$ cat src/keyframe_track_lerp_sampler_top_macros.svh
// ----------------------------------------------------------------------------
// keyframe track sampler assertion macros
// shared concurrent assertion helpers, clocked on clk_i, gated by rst_ni
// ----------------------------------------------------------------------------
`ifndef KEYFRAME_TRACK_LERP_SAMPLER_TOP_MACROS_SVH
`define KEYFRAME_TRACK_LERP_SAMPLER_TOP_MACROS_SVH

// same-cycle implication
`define KTLS_ASSERT_IMP(lbl, ante, cons) \
  lbl: assert property (@(posedge clk_i) disable iff (!rst_ni) (ante) |-> (cons)) \
    else $error("same-cycle check failed");

// next-cycle implication
`define KTLS_ASSERT_NXT(lbl, ante, cons) \
  lbl: assert property (@(posedge clk_i) disable iff (!rst_ni) (ante) |=> (cons)) \
    else $error("next-cycle check failed");

`endif

$ cat src/ktls_pkg.sv
// ----------------------------------------------------------------------------
// ktls_pkg
// shared widths, types and codes of the keyframe track sampler
// ----------------------------------------------------------------------------
package ktls_pkg;

  localparam int unsigned KEYS_DEF  = 64;
  localparam int unsigned WORD_W    = 32;
  localparam int unsigned FRAC_W    = 16;
  localparam int unsigned KCNT_W    = 7;
  localparam int unsigned SLOT_W    = 6;

  // request command codes
  localparam logic CMD_LOAD   = 1'b0;
  localparam logic CMD_SAMPLE = 1'b1;

  // one link of the divider chain
  typedef struct packed {
    logic              vld;
    logic [WORD_W-1:0] rem;
    logic [WORD_W-1:0] den;
    logic [FRAC_W-1:0] quo;
  } div_link_t;

endpackage

$ cat src/ktls_lerp_axis.sv
// ----------------------------------------------------------------------------
// ktls_lerp_axis
// one axis of the interpolation: registered product, then add and saturate
// ----------------------------------------------------------------------------
module ktls_lerp_axis (
  input  logic                                clk_i,
  input  logic                                mul_en_i,
  input  logic signed [ktls_pkg::WORD_W-1:0]  a_i,
  input  logic signed [ktls_pkg::WORD_W-1:0]  b_i,
  input  logic        [ktls_pkg::FRAC_W-1:0]  frac_i,
  output logic signed [ktls_pkg::WORD_W-1:0]  res_o
);
  import ktls_pkg::*;

  localparam int unsigned PW = WORD_W + FRAC_W + 2;
  localparam int unsigned SW = WORD_W + 3;

  logic signed [WORD_W:0]   diff;
  logic signed [PW-1:0]     prod_q;
  logic signed [SW-1:0]     sum;
  logic signed [SW-1:0]     max_v;
  logic signed [SW-1:0]     min_v;

  // difference of the end points times the fraction
  assign diff = $signed({b_i[WORD_W-1], b_i}) - $signed({a_i[WORD_W-1], a_i});

  always_ff @(posedge clk_i) begin
    if (mul_en_i) begin
      prod_q <= diff * $signed({1'b0, frac_i});
    end
  end

  // floor shift of the product, add start point, saturate
  always_comb begin
    sum   = $signed({{3{a_i[WORD_W-1]}}, a_i}) +
            $signed({prod_q[PW-1], prod_q[PW-1:FRAC_W]});
    max_v = $signed({3'b000, 1'b0, {(WORD_W-1){1'b1}}});
    min_v = $signed({3'b111, 1'b1, {(WORD_W-1){1'b0}}});
    if (sum > max_v) begin
      res_o = max_v[WORD_W-1:0];
    end else if (sum < min_v) begin
      res_o = min_v[WORD_W-1:0];
    end else begin
      res_o = sum[WORD_W-1:0];
    end
  end

endmodule

$ cat config.mk
export PLATFORM = sky130hd
export DESIGN_NAME = ktls_lerp_axis
export DESIGN_NICKNAME = d
export VERILOG_FILES = /design/src/keyframe_track_lerp_sampler_top_macros.svh /design/src/ktls_pkg.sv /design/src/ktls_lerp_axis.sv
export SDC_FILE = /design/constraint.sdc
export NUM_CORES = 1
export LEC_CHECK = 0
export ABC_AREA = 1
export BUFFER_PORTS_ARGS = -buffer_cell sky130_fd_sc_hd__buf_2
export CAP_MARGIN = 20
export CORE_AREA = 2 2 193 242
export CTS_CLUSTER_SIZE = 24
export DETAILED_ROUTE_END_ITERATION = 7
export DIE_AREA = 0 0 195 244
export PLACE_DENSITY = 0.72
export SLEW_MARGIN = 20
export SYNTH_ARGS = -nofsm -noshare
export SYNTH_HDL_FRONTEND = slang
export SYNTH_SLANG_ARGS = --single-unit
export TNS_END_PERCENT = 20
$ cat constraint.sdc
create_clock -name clk_i -period 8.46 [get_ports clk_i]
set_clock_uncertainty 0.1 [all_clocks]
set_input_delay 0.846 -clock clk_i [delete_from_list [all_inputs] [get_ports clk_i]]
set_output_delay 0.846 -clock clk_i [all_outputs]
set_load 0.02 [all_outputs]
# Word level (Yosys, flattened, before mapping)
# Cells that the tools add are included.
totals:
  register_bits: 50
  latchBits: 0
  ramBits: 0
  rom_bits: 0
  out_inout_bits: 32
  wordCells: 8
  n_memories: 0
classes:
  add_sub_neg: 2
  n_mul: 1
  n_div: 0
  order_cmp: 2
  n_eq_ne: 0
  shift: 0
  muxes: 2
  bitwise: 0
  n_reduce_logical: 0
ops:
  columns: ["operator", "count"]
  rows:
  - ["two-way mux 32 bit", 2]
  - ["multiplier 33 x 17 -> 50 bit", 1]
  - ["adder 32 x 34 -> 35 bit", 1]
  - ["greater-than comparator 35 x 32 -> 1 bit, second input constant", 1]
  - ["less-than comparator 35 x 32 -> 1 bit, second input constant", 1]
  - ["subtractor 32 x 32 -> 33 bit", 1]

# Logic depth before layout (Yosys ltp)
depth:
  word_depth: 4
  ltp_mapped: 40

# Least setup slack after synthesis
# No wires, ideal clock.
synth_timing:
  path_kind: "input port to flip-flop"
  start: "input port b_i[0] in the netlist's numbering"
  end: "register prod_q[48], data pin"
  setup_ps: 258
  arrival_ps: 7191
  required_time_ps: 8102
  path_slack_ps: 911
  cell_stages: 33
  path_buffers: 1
  cell_sequence: "inv_1 > ha_1 > fa_1 > nand3b_1 > nand2_2 > a21oi_1 > inv_1 > nand2_2 > nand2_4 > nand2_1 > nand2_1 > nand2_1 > nand2_4 > nor2_1 > fa_1 > inv_1 > fa_1 > inv_1 > fa_1 > fa_1 > fa_1 > inv_1 > fa_1 > inv_1 > ha_1 > clkbuf_1 > nand2_1 > nor3_1 > nand2_1 > nor3_1 > nand3_1 > nand3_1 > xor2_1"
synth_via:
  elab_chain_cells: 2
synth_lines:
  columns: ["item", "line_no", "rtl"]
  rows:
  - ["start: declaration", "ktls_lerp_axis.sv:9", "input logic signed [ktls_pkg::WORD_W-1:0] b_i,"]
  - ["subtractor 32 x 32 -> 33 bit", "ktls_lerp_axis.sv:25", "assign diff = $signed({b_i[WORD_W-1], b_i}) - $signed({a_i[WORD_W-1], a_i});"]
  - ["multiplier 33 x 17 -> 50 bit", "ktls_lerp_axis.sv:29", "prod_q <= diff * $signed({1'b0, frac_i});"]
  - ["end signal: assignment", "ktls_lerp_axis.sv:29", null]
  - ["end: declaration", "ktls_lerp_axis.sv:19", "logic signed [PW-1:0] prod_q;"]
# Every way passes these cells.
# A chain may end at the register's enable or synchronous reset.

# Worst setup path after layout
layout_timing:
  start: "input port b_i[0] in the netlist's numbering"
  end: "register prod_q[41], data pin"
# Same word-level chain as after synthesis.

==> impl_results.md <==
* Hold path startpoint: mul_en_i
* Final WS setup at 0.202 ns
* Max reg flops at 34
* Die Area at roughly 48000 sq um
* CTS buffer count at 5
* Cell accounting for the most synthesized area: fa_1
* Die Height at roughly 240 um
* Crit path DAT at 8.21 ns
* Max-slew headroom at 0.292
* Post-CTS Setup Inserts at 0
* Avg Inst Size Synth at between 7 and 8 sq um
* Most used cell, CP: fa_1
* Initial DRC count at slightly above 2000
* Type of the tightest min-delay check: in -> reg
* Biggest regs: prod_q: 34 flops
* Max-Cap Viols at 0
* DP Cell Count at ~4100
* Worst Max-Slew Pin Slew at between 1 and 1.5 ns
* Largest Register: prod_q
* Top cell type's share of synthesized area at 0.409
* Slowest stage delay, CP at approximately 0.55 ns
* Multi-input gate area at 20100 sq um
* CTS tree: yes
* Layout filler cell count at 4213
* Hold path depth at 1
* Detail Route Antenna Nets at 0
* Synth Instances at 3280
* Layout area overhead at 12.4%
* Unrepaired setup endpoints after global routing: no
* Drt pass-1 iters at 8
* Initial antenna violation count at 0
* Hold slack at approximately 1.1 ns
* Cells taking the most area after synthesis: fa_1 41%, inv_1 12%, nand2_1 9.8%
* First-pass GRT wire length at approximately 130 mm
* Nets at approximately 4300
* Hold Path End: prod_q[26]
* Required arrival time at the worst endpoint at between 8 and 9 ns
* WL final at between 80 and 90 mm
* Largest net degree at the start of global routing at 35
* H-Tree Level Count at 2
* Total congestion overflow at 0
* GR Util All Layers at 0.373
* Port Buffers at between 100 and 150
* Clock Path Buffers at 2
* Via count at 23156
* CTS sink count at 34
* Classification of the worst setup path: in -> reg
* Setup TNS at 0 ns
* Initial core utilization at 0.547
* Ant. Diodes at 0
* Synth unique cells at 55
* Yosys warning count at 0
* Boundary Pins at approximately 110
* DP HPWL at about 76 mm
* Wire per inst at 21.0 um
* Fin. max-slew vios at 0
* CP startpoint kind: input pin
* Via/cell ratio at about 5.6
* FF/Latch Area at between 1000 and 1500 sq um
* DRC at 0
* Clk slew on worst S/H paths at about 0.06 ns
* Clock root cell: clkbuf_16
* Layout cell share with drive strength beyond 1 at 0.130
* Crit. End Element: register
* Layout Cells excl Fill at roughly 4100
* Status: finished, final reports clean
* DP Worst Slack at -0.279 ns
* Vias in the first global route at about 25000
* Minimum clock period after layout at approximately 8.3 ns
* Max frequency at between 0.1 and 0.15 GHz
* Worst path slowest cell: fa_1
* Period utilization at 0.976
* Post-Synthesis Cell Area at around 25000 sq um
* Register bit count reported by yosys at 34
* Final setup violation count at 0
* Synthesized net count at between 4000 and 5000
* Sequential-to-total area share from yosys stat at 0.0414
* Final hold vios at 0
* FP Rows at between 80 and 90
* CP Max Fanout at 12
* RePlAce Congestion at around 1.1
* Chip width at between 150 and 200 um
* CORE AREA at ~45000 sq um
## kinds of logic after synthesis
kind of cell             Yosys count  share of synthesized area
AO/OA/AOI/OAI                    268                     0.0624
XOR/XNOR                          69                     0.0259
adder cells (fa/ha/maj)          686                      0.502
flip-flops                        34                     0.0414
AND/OR/NAND/NOR                 1313                      0.226
buffers and inverters            910                      0.143
## critical path: cells and delay by family
family | cells | cell delay (ns)
XOR/XNOR | 1 | 0.13
adder cells (fa/ha/maj) | 9 | 3.87
buffers and inverters | 9 | 0.96
AO/OA/AOI/OAI | 5 | 1.02
AND/OR/NAND/NOR | 10 | 1.36
## worst max-delay path by stage
stage	startpoint	endpoint	slack (ns)	cells after the start
3_5_place_dp	b_i[0]	prod_q[41]	-0.28	34
2_1_floorplan	b_i[0]	prod_q[48]	0.91	33
6_report	b_i[0]	prod_q[41]	0.20	34
4_1_cts	b_i[0]	prod_q[41]	0.1	34
5_1_grt	b_i[0]	prod_q[45]	0.01	35
3_3_place_gp	a_i[17]	prod_q[45]	-0.27	32
## cells in the final DEF (no fill, tap or decap), types with 3 or more instances in the layout
cell,count
o21a_1,9
xor2_1,47
nor2_2,15
and3_1,4
edfxtp_1,34
nand3_2,5
or2_1,12
inv_1,803
o211ai_1,4
nand2_2,14
a21oi_1,124
o21ai_0,62
a31oi_1,11
or2_2,21
clkinv_1,7
a21boi_0,5
ha_1,183
o21ai_1,6
nand2_4,3
fa_1,503
buf_4,241
nand2_1,645
clkbuf_16,5
nand4_1,21
xnor2_1,19
buf_12,11
nand3_1,192
a21o_1,9
a21oi_2,7
nand3b_1,7
nor4_1,7
nor3_1,17
buf_2,113
o21bai_1,17
inv_2,8
nor2_1,341
## layout make-up
cell class                      count  share of cell area
Sequential cell                    34              0.0369
Tap cell                          578              0.0261
Multi-Input combinational cell   2336               0.727
Inverter                          818               0.111
Timing Repair Buffer              366              0.0941
Clock buffer                        5             0.00452
Clock inverter                      2            0.000361
## what timing repair did
action	CTS	global route
endpoints found under the setup margin	1	8
hold buffers	0	0
resized for setup	1	9
cloned	0	0
## Yosys cell counts (all sizes together)
| cell type | n |
|---|---|
| a211oi | 3 |
| a21boi | 6 |
| a21o | 9 |
| a21oi | 131 |
| a31o | 2 |
| a31oi | 11 |
| and2 | 2 |
| and3 | 4 |
| buf | 34 |
| clkbuf | 58 |
| clkinv | 7 |
| edfxtp | 34 |
| fa | 503 |
| ha | 183 |
| inv | 811 |
| nand2 | 664 |
| nand3 | 197 |
| nand3b | 7 |
| nand4 | 21 |
| nor2 | 358 |
| nor3 | 20 |
| nor4 | 7 |
| o2111ai | 1 |
| o211a | 1 |
| o211ai | 4 |
| o21a | 9 |
| o21ai | 70 |
| o21bai | 18 |
| o221ai | 1 |
| o22ai | 1 |
| o311ai | 1 |
| or2 | 33 |
| xnor2 | 21 |
| xor2 | 48 |
## routing by layer
metal	wire [um]	global-route usage	vias to the layer above	share of wire
met2	40800	0.632	1278	0.47
met1	32000	0.454	11212	0.37
met3	8260	0.0639	318	0.095
met5	0	0	-	0
li1	-	-	10348	-
met4	5800	0.202	0	0.067
## per-stage QoR
stage / cell area, sq um / util
after floorplan: 24600 / -
after global placement: 27500 / 0.611
after detailed placement: 27500 / 0.611
after CTS: 27700 / 0.614
after global routing: 27700 / 0.614
final: 27700 / 0.614
Power is not shown: default switching activity piles up to over one toggle a cycle in this logic, so the estimate is an artifact.
