**src/keyframe_track_lerp_sampler_top_macros.svh**
```systemverilog
// ----------------------------------------------------------------------------
// keyframe track sampler assertion macros
// shared concurrent assertion helpers, clocked on clk_i, gated by rst_ni
// ----------------------------------------------------------------------------
`ifndef KEYFRAME_TRACK_LERP_SAMPLER_TOP_MACROS_SVH
`define KEYFRAME_TRACK_LERP_SAMPLER_TOP_MACROS_SVH

// same-cycle implication
`define KTLS_ASSERT_IMP(lbl, ante, cons) \
  lbl: assert property (@(posedge clk_i) disable iff (!rst_ni) (ante) |-> (cons)) \
    else $error("same-cycle check failed");

// next-cycle implication
`define KTLS_ASSERT_NXT(lbl, ante, cons) \
  lbl: assert property (@(posedge clk_i) disable iff (!rst_ni) (ante) |=> (cons)) \
    else $error("next-cycle check failed");

`endif

```
**src/ktls_pkg.sv**
```systemverilog
// ----------------------------------------------------------------------------
// ktls_pkg
// shared widths, types and codes of the keyframe track sampler
// ----------------------------------------------------------------------------
package ktls_pkg;

  localparam int unsigned KEYS_DEF  = 64;
  localparam int unsigned WORD_W    = 32;
  localparam int unsigned FRAC_W    = 16;
  localparam int unsigned KCNT_W    = 7;
  localparam int unsigned SLOT_W    = 6;

  // request command codes
  localparam logic CMD_LOAD   = 1'b0;
  localparam logic CMD_SAMPLE = 1'b1;

  // one link of the divider chain
  typedef struct packed {
    logic              vld;
    logic [WORD_W-1:0] rem;
    logic [WORD_W-1:0] den;
    logic [FRAC_W-1:0] quo;
  } div_link_t;

endpackage

```
**src/ktls_div_cell.sv**
```systemverilog
// ----------------------------------------------------------------------------
// ktls_div_cell
// one restoring division step, registered, passed to the next cell
// ----------------------------------------------------------------------------
module ktls_div_cell (
  input  logic                  clk_i,
  input  logic                  rst_ni,
  input  ktls_pkg::div_link_t   link_i,
  output ktls_pkg::div_link_t   link_o
);
  import ktls_pkg::*;

  logic [WORD_W:0]   rem2;
  logic              ge;
  logic              vld_q;
  logic [WORD_W-1:0] rem_q;
  logic [WORD_W-1:0] den_q;
  logic [FRAC_W-1:0] quo_q;

  // shift in a zero bit, subtract the divisor when it fits
  always_comb begin
    rem2 = {link_i.rem, 1'b0};
    ge   = (rem2 >= {1'b0, link_i.den});
  end

  always_ff @(posedge clk_i or negedge rst_ni) begin
    if (!rst_ni) begin
      vld_q <= 1'b0;
    end else begin
      vld_q <= link_i.vld;
    end
  end

  // payload needs no reset
  always_ff @(posedge clk_i) begin
    rem_q <= ge ? WORD_W'(rem2 - {1'b0, link_i.den}) : rem2[WORD_W-1:0];
    den_q <= link_i.den;
    quo_q <= {link_i.quo[FRAC_W-2:0], ge};
  end

  assign link_o = {vld_q, rem_q, den_q, quo_q};

endmodule

```
**src/ktls_div_chain.sv**
```systemverilog
// ----------------------------------------------------------------------------
// ktls_div_chain
// row of division cells, one quotient bit per cell
// ----------------------------------------------------------------------------
module ktls_div_chain (
  input  logic                  clk_i,
  input  logic                  rst_ni,
  input  ktls_pkg::div_link_t   link_i,
  output ktls_pkg::div_link_t   link_o
);
  import ktls_pkg::*;

  div_link_t links [FRAC_W+1];

  assign links[0] = link_i;

  // cells hand remainder and partial quotient down the row
  for (genvar g = 0; g < FRAC_W; g++) begin : g_cell
    ktls_div_cell u_cell (
      .clk_i  (clk_i),
      .rst_ni (rst_ni),
      .link_i (links[g]),
      .link_o (links[g+1])
    );
  end

  assign link_o = links[FRAC_W];

endmodule

```
**config.mk**
```make
export PLATFORM = sky130hd
export DESIGN_NAME = ktls_div_chain
export DESIGN_NICKNAME = d
export VERILOG_FILES = /design/src/keyframe_track_lerp_sampler_top_macros.svh /design/src/ktls_pkg.sv /design/src/ktls_div_cell.sv /design/src/ktls_div_chain.sv
export SDC_FILE = /design/constraint.sdc
export NUM_CORES = 2
export LEC_CHECK = 0
export BUFFER_PORTS_ARGS = -buffer_cell sky130_fd_sc_hd__buf_2
export CAP_MARGIN = 40
export CORE_ASPECT_RATIO = 1.5
export CORE_MARGIN = 2
export CORE_UTILIZATION = 50
export CTS_BUF_LIST = sky130_fd_sc_hd__clkbuf_16
export DETAILED_ROUTE_END_ITERATION = 12
export GPL_TIMING_DRIVEN = 0
export PLACE_DENSITY = 0.65
export SLEW_MARGIN = 40
export SYNTH_ARGS = -nofsm -noshare
export SYNTH_HDL_FRONTEND = slang
export SYNTH_SLANG_ARGS = --single-unit
```
**constraint.sdc**
```tcl
create_clock -name clk_i -period 3.3 [get_ports clk_i]
set_clock_uncertainty 0.1 [all_clocks]
set_input_delay 0.99 -clock clk_i [delete_from_list [all_inputs] [get_ports clk_i]]
set_output_delay 0.99 -clock clk_i [all_outputs]
set_load 0.03 [all_outputs]
```
==> Yosys cells after proc, flatten, opt, wreduce, memory -nomap -nowiden <==
Index checks and enable logic that the tools add are counted.
{ "classes": {"n_lt_le_gt_ge": 16, "muxes": 16, "add_sub_neg": 16} }
{ "ops": {"columns": ["cell", "n"], "rows": [
  ["$ge 33x32->1", 16],
  ["$mux 32", 16],
  ["$sub 32x32->32", 16]
]} }
{ "totals": {"out_inout_bits": 81, "reg_bits": 1176} }

==> Logic depth before layout (Yosys ltp) <==
{ "logic_depth": {"depth_word": 2, "ltp_mapped": 15, "depth_no_buf": 12} }

==> Hierarchy <==
A second synthesis with hierarchy kept.
{ "hier_totals": {"cells_unflattened": 6432, "hier_area_um2": 64822.2} }
{ "by_module_without_submodules": {"columns": ["mod", "seq_area_each_um2", "area_each_um2", "instances", "cells_each"], "rows": [
  ["ktls_div_cell", 1626.6, 4051.4, 16, 402]
]} }

==> Least setup slack after synthesis <==
No wires, ideal clock.
{ "synth_timing": {"kind": "input-to-reg", "startpoint": "input link_i[22] (netlist bit)", "endpoint": "register g_cell[0].u_cell.rem_q[19]", "setup_time_ps": 121, "path_slack_ps": -474, "t_arrival_ps": 3553, "stages": 13, "required_time_ps": 3079, "path_cell_list": "inv_1 -> ha_1 -> a21o_1 -> or3_1 -> nor3_1 -> nor3_1 -> nor2_1 -> o31ai_1 -> a221o_1 -> a21o_1 -> clkbuf_1 -> buf_2 -> mux2_2"} }
{ "synth_between": {"elab_chain_len": 2} }
{ "synth_lines": {"columns": ["item", "line_no", "rtl"], "rows": [
  ["from (decl)", "ktls_div_chain.sv:8", "input ktls_pkg::div_link_t link_i,"],
  ["$sub 32x32->32 / $ge 33x32->1 (equally long branches)", "ktls_div_cell.sv:36, ktls_div_cell.sv:23", null],
  ["$mux 32 *", "ktls_div_cell.sv:36", "rem_q <= ge ? WORD_W'(rem2 - {1'b0, link_i.den}) : rem2[WORD_W-1:0];"],
  ["to (signal assigned)", "ktls_div_cell.sv:36", null],
  ["to (decl)", "ktls_div_cell.sv:16", "logic [WORD_W-1:0] rem_q;"]
]} }
Every way passes the cells marked *; elsewhere a longest branch is shown, timed or not.
A chain may end at the register's enable or synchronous reset.

==> Final worst setup path <==
{ "layout_timing": {"startpoint": "register g_cell[3].u_cell.den_q[21]", "endpoint": "register g_cell[4].u_cell.rem_q[16]"} }
{ "layout_between": {"elab_chain_len": 2} }
{ "layout_lines": {"columns": ["item", "line_no", "rtl"], "rows": [
  ["from (decl)", "ktls_div_cell.sv:17", "logic [WORD_W-1:0] den_q;"],
  ["from (signal assigned)", "ktls_div_cell.sv:37", "den_q <= link_i.den;"],
  ["$ge 33x32->1", "ktls_div_cell.sv:23", "ge = (rem2 >= {1'b0, link_i.den});"],
  ["$mux 32", "ktls_div_cell.sv:36", null],
  ["to (signal assigned)", "ktls_div_cell.sv:36", null],
  ["to (decl)", "ktls_div_cell.sv:16", null]
]} }
Every way passes these cells.

==> results.py <==
metrics = {
    "sta": {
        "finalWorstSetupSlack_ns": -0.529,
        "max_freq_mhz": 261,
        "finalMaxSlewViolations": 0,
        "fin_crit_sh_pct": 116,
        "relSlewSlack_pct": 38.2,
        "min_period_ns": 3.83,
        "finalSetupViolations": 252,
        "hold_viol_final": 0,
        "rsz0062_at_grt": "yes",
        "worst_pin_slew_ns": 0.920,
    },
    "finish": {
        "final_area_sq_um": 70400,
        "n_fill_cell": 9400,
        "drive_gt1_share_pct": 21.4,
        "nets": 7328,
        "area_growth_pct": 24.2,
        "multiInputGateArea_sq_um": 34100,
        "seq_area_sq_um": 23700,
        "instances_no_fill": 8271,
    },
    "critical_path": {
        "critical_path_class": "flip-flop to flip-flop",
        "r2r_cells": 13,
        "crit_fanout": 5,
        "cp_slowest_cell": "or4_4",
        "required_ns": 3.84,
        "ff2ff_setup_slack_ns": -0.53,
        "endpoint": "g_cell[4].u_cell.rem_q[16]",
        "crit_family": "simple AND/OR/NAND/NOR gates",
        "reg2reg_from": "g_cell[3].u_cell.den_q[21]",
        "cp_num_cells": 13,
        "worstPathArrival_ns": 4.37,
        "r2r_end": "g_cell[4].u_cell.rem_q[16]",
        "max_stage_delay_ns": 0.67,
        "critical_path_buf_inv_count": 4,
        "critPathLaunch": "g_cell[3].u_cell.den_q[21]",
        "cp_cell_sequence": "inv_2 > ha_4 > and3_4 > and3_4 > nand4_1 > buf_6 > or4_4 > or4_4 > a31oi_4 > o32a_4 > buf_12 > clkbuf_16 > mux2_4",
        "crit_path_start_kind": "flip-flop",
        "worstSetupEndpointType": "flip-flop",
    },
    "min_path": {
        "min_path_type": "primary input to async pin",
    },
    "floorplanning": {
        "rows": 151,
        "start_util_pct": 50.3,
        "chipWidth_microns": 279,
        "die-area_sq_um": 116000,
        "core_sq_um": 113000,
        "die_h_microns": 416,
        "ios": 164,
    },
    "logic_synthesis": {
        "syn_nets": 6850,
        "synthesis.area_sq_um": 56700,
        "syn_avg_cell_area_sq_um": 9.08,
        "ys_types": 91,
        "synth_top_flop_cell": "dfxtp_1",
        "synth_edf_count": 0,
        "synth_seq_cells": 1176,
        "synthCells": 6239,
        "synthArstFlopShare_pct": 1.36,
        "synth_warnings": 0,
        "synth_seq_area_share_pct": 41.7,
    },
    "drt": {
        "drt_wl_total_microns": 188000,
        "wl_per_cell_microns": 22.8,
        "first_pass_iters": 5,
        "drt-initial-drc-count": 1671,
        "vias": 46300,
        "final_antenna_net_count": 0,
        "viasPerCell": 5.60,
        "drc": 0,
    },
    "power": {
        "p_leak_nw": 31.8,
        "power_density_nw_per_um2": 1220,
        "ir_drop_mv": 0.570,
        "report.power.total_mw": 85.8,
    },
    "global_routing": {
        "grt_max_degree": 17,
        "grt-ovfl-total": 0,
        "track_usage_pct": 31.9,
        "grt_pass1_vias": 50000,
        "antenna_found_initial": 5,
        "grt_pass1_wl_microns": 276000,
    },
    "clocking": {
        "clockRootBuffer": "clkbuf_16",
        "numCtsBuffers": 110,
        "path_clk_slew_ns": 0.06,
        "clock_path_buffers": 3,
        "clock_latency_ns": 0.75,
        "htree_levels": 3,
        "cts_sinks": 1176,
        "cts_tree": "done",
    },
    "place": {
        "placed_cells": 7846,
        "dpl_cell_area_sq_um": 59600,
        "gp_congestion": 0.963,
        "dp_hpwl_microns": 143000,
        "io_buffer_count": 147,
    },
    "status": {
        "outcome": "complete, but fails checks",
        "violations": "setup timing",
    },
    "job": {
        "maxCapViolations": 0,
    },
}
## cell usage after synthesis, types with 10 or more instances
cell	instances	area share [%]
o21bai_1	57	0.76
nor4_1	18	0.20
a21o_1	259	3.4
a211o_1	15	0.23
a31oi_1	56	0.62
o31ai_1	43	0.57
o2111ai_1	17	0.26
or2_2	22	0.24
mux2_4	20	0.53
a311oi_1	10	0.15
a21oi_1	545	4.8
o21ai_0	430	3.8
nor3_1	88	0.78
clkbuf_1	117	0.78
xnor2_1	257	4.0
a2111oi_0	12	0.19
a31o_2	10	0.15
nand3_1	102	0.90
nor2b_1	54	0.60
fa_1	16	0.57
xor2_1	176	2.7
dfxtp_1	1160	41
a211oi_1	47	0.62
mux2_2	146	2.9
a41oi_1	13	0.20
o31a_1	20	0.31
and2_1	35	0.39
inv_1	644	4.3
o211ai_1	25	0.33
nand4_1	82	0.91
or3_1	18	0.20
nor2_1	359	2.4
a221oi_1	11	0.17
buf_2	34	0.30
and3_1	50	0.55
or4_1	13	0.17
o21a_1	66	0.87
nand2b_1	86	0.95
ha_1	512	11
nand2_1	429	2.8
dfrtp_1	16	0.71
## layer usage
| metal | track usage, % | wire, microns |
|---|---|---|
| met1 | 19.0 | 46100 |
| met2 | 67.3 | 108000 |
| met3 | 3.91 | 4820 |
| met4 | 41.2 | 29100 |
| met5 | 0 | 0 |
## kinds of logic after synthesis
family / after synthesis / share of synthesized area, %
AOI/OAI and AO/OA: 1731 / 19.0
xor gates and xnor gates: 433 / 6.69
adders and majority gates: 528 / 11.9
buffers and inverters: 807 / 5.53
DFF: 1176 / 41.7
muxes: 179 / 3.68
and+or+nand+nor: 1385 / 11.5
## flip-flops by register name, indices dropped and copies added (netlist names)
name,count
g_cell.u_cell.den_q,512
g_cell.u_cell.rem_q,512
g_cell.u_cell.quo_q,136
g_cell.u_cell.vld_q,16
## worst min-delay path by stage
| stage | from | to | slack [ns] | cells after the start |
|---|---|---|---|---|
| detailed placement | g_cell[10].u_cell.quo_q[1] | g_cell[11].u_cell.quo_q[2] | 0.21 | 0 |
| CTS | rst_ni | g_cell[6].u_cell.vld_q | 0.01 | 1 |
| global route | rst_ni | g_cell[6].u_cell.vld_q | 0.04 | 1 |
| finish | rst_ni | g_cell[6].u_cell.vld_q | 0.04 | 1 |
| global placement | g_cell[12].u_cell.quo_q[6] | g_cell[13].u_cell.quo_q[7] | 0.21 | 0 |
| floorplan | g_cell[9].u_cell.quo_q[9] | g_cell[10].u_cell.quo_q[10] | 0.21 | 0 |
## area by class of cell
class                           count  share of cell area (%)
Multi-Input combinational cell   4256                    48.4
Sequential cell                  1176                    33.7
Timing Repair Buffer              404                    4.98
Clock buffer                      110                    3.91
Inverter                          645                    3.47
Tap cell                         1453                    2.58
Buffer                            124                    1.90
Clock inverter                     92                    1.04
Antenna cell                       11                  0.0391
## cells in the final DEF (no fill, tap or decap), types with 46 or more instances in the layout
cell / instances
xnor2_1: 257
mux2_4: 61
dfxtp_1: 1105
o21ai_0: 377
o21bai_1: 55
nor3_1: 68
nand2_1: 420
o21a_1: 64
ha_4: 93
a21oi_2: 69
a21oi_1: 466
buf_12: 48
inv_1: 630
nand3_1: 92
nor2_1: 322
nor2b_1: 46
a21o_1: 259
nand4_1: 82
clkbuf_16: 126
mux2_2: 111
xor2_1: 176
ha_1: 370
ha_2: 49
dfxtp_2: 54
nand2b_1: 86
buf_4: 189
buf_2: 150
## what timing repair did
action,CTS,global route
resized for setup,924,203
pin swaps,200,87
cloned,19,3
setup buffers,188,46
setup endpoints to repair,528,510
hold buffers,0,0
hold endpoints to repair,0,0
## power by group
group	total [mW]	leakage (nW)	internal (mW)	switching [mW]
registers	21.5	9.97	19.0	2.55
logic	51.9	20.1	23.4	28.5
clock network	12.5	1.78	6.72	5.77
## through the flow
stage	utilization [%]	setup TNS [ns]	setup slack (ns)	hold WS, ns
4_1_cts	61.5	-27.90	-0.570	0.0146
3_5_place_dp	52.9	-602.44	-1.66	0.212
2_1_floorplan	-	-3.27	-0.194	0.210
6_report	62.5	-27.68	-0.529	0.0435
3_3_place_gp	52.7	-833.39	-2.45	0.210
5_1_grt	62.5	-51.60	-0.552	0.0412
(Power assumes the default switching activity.)
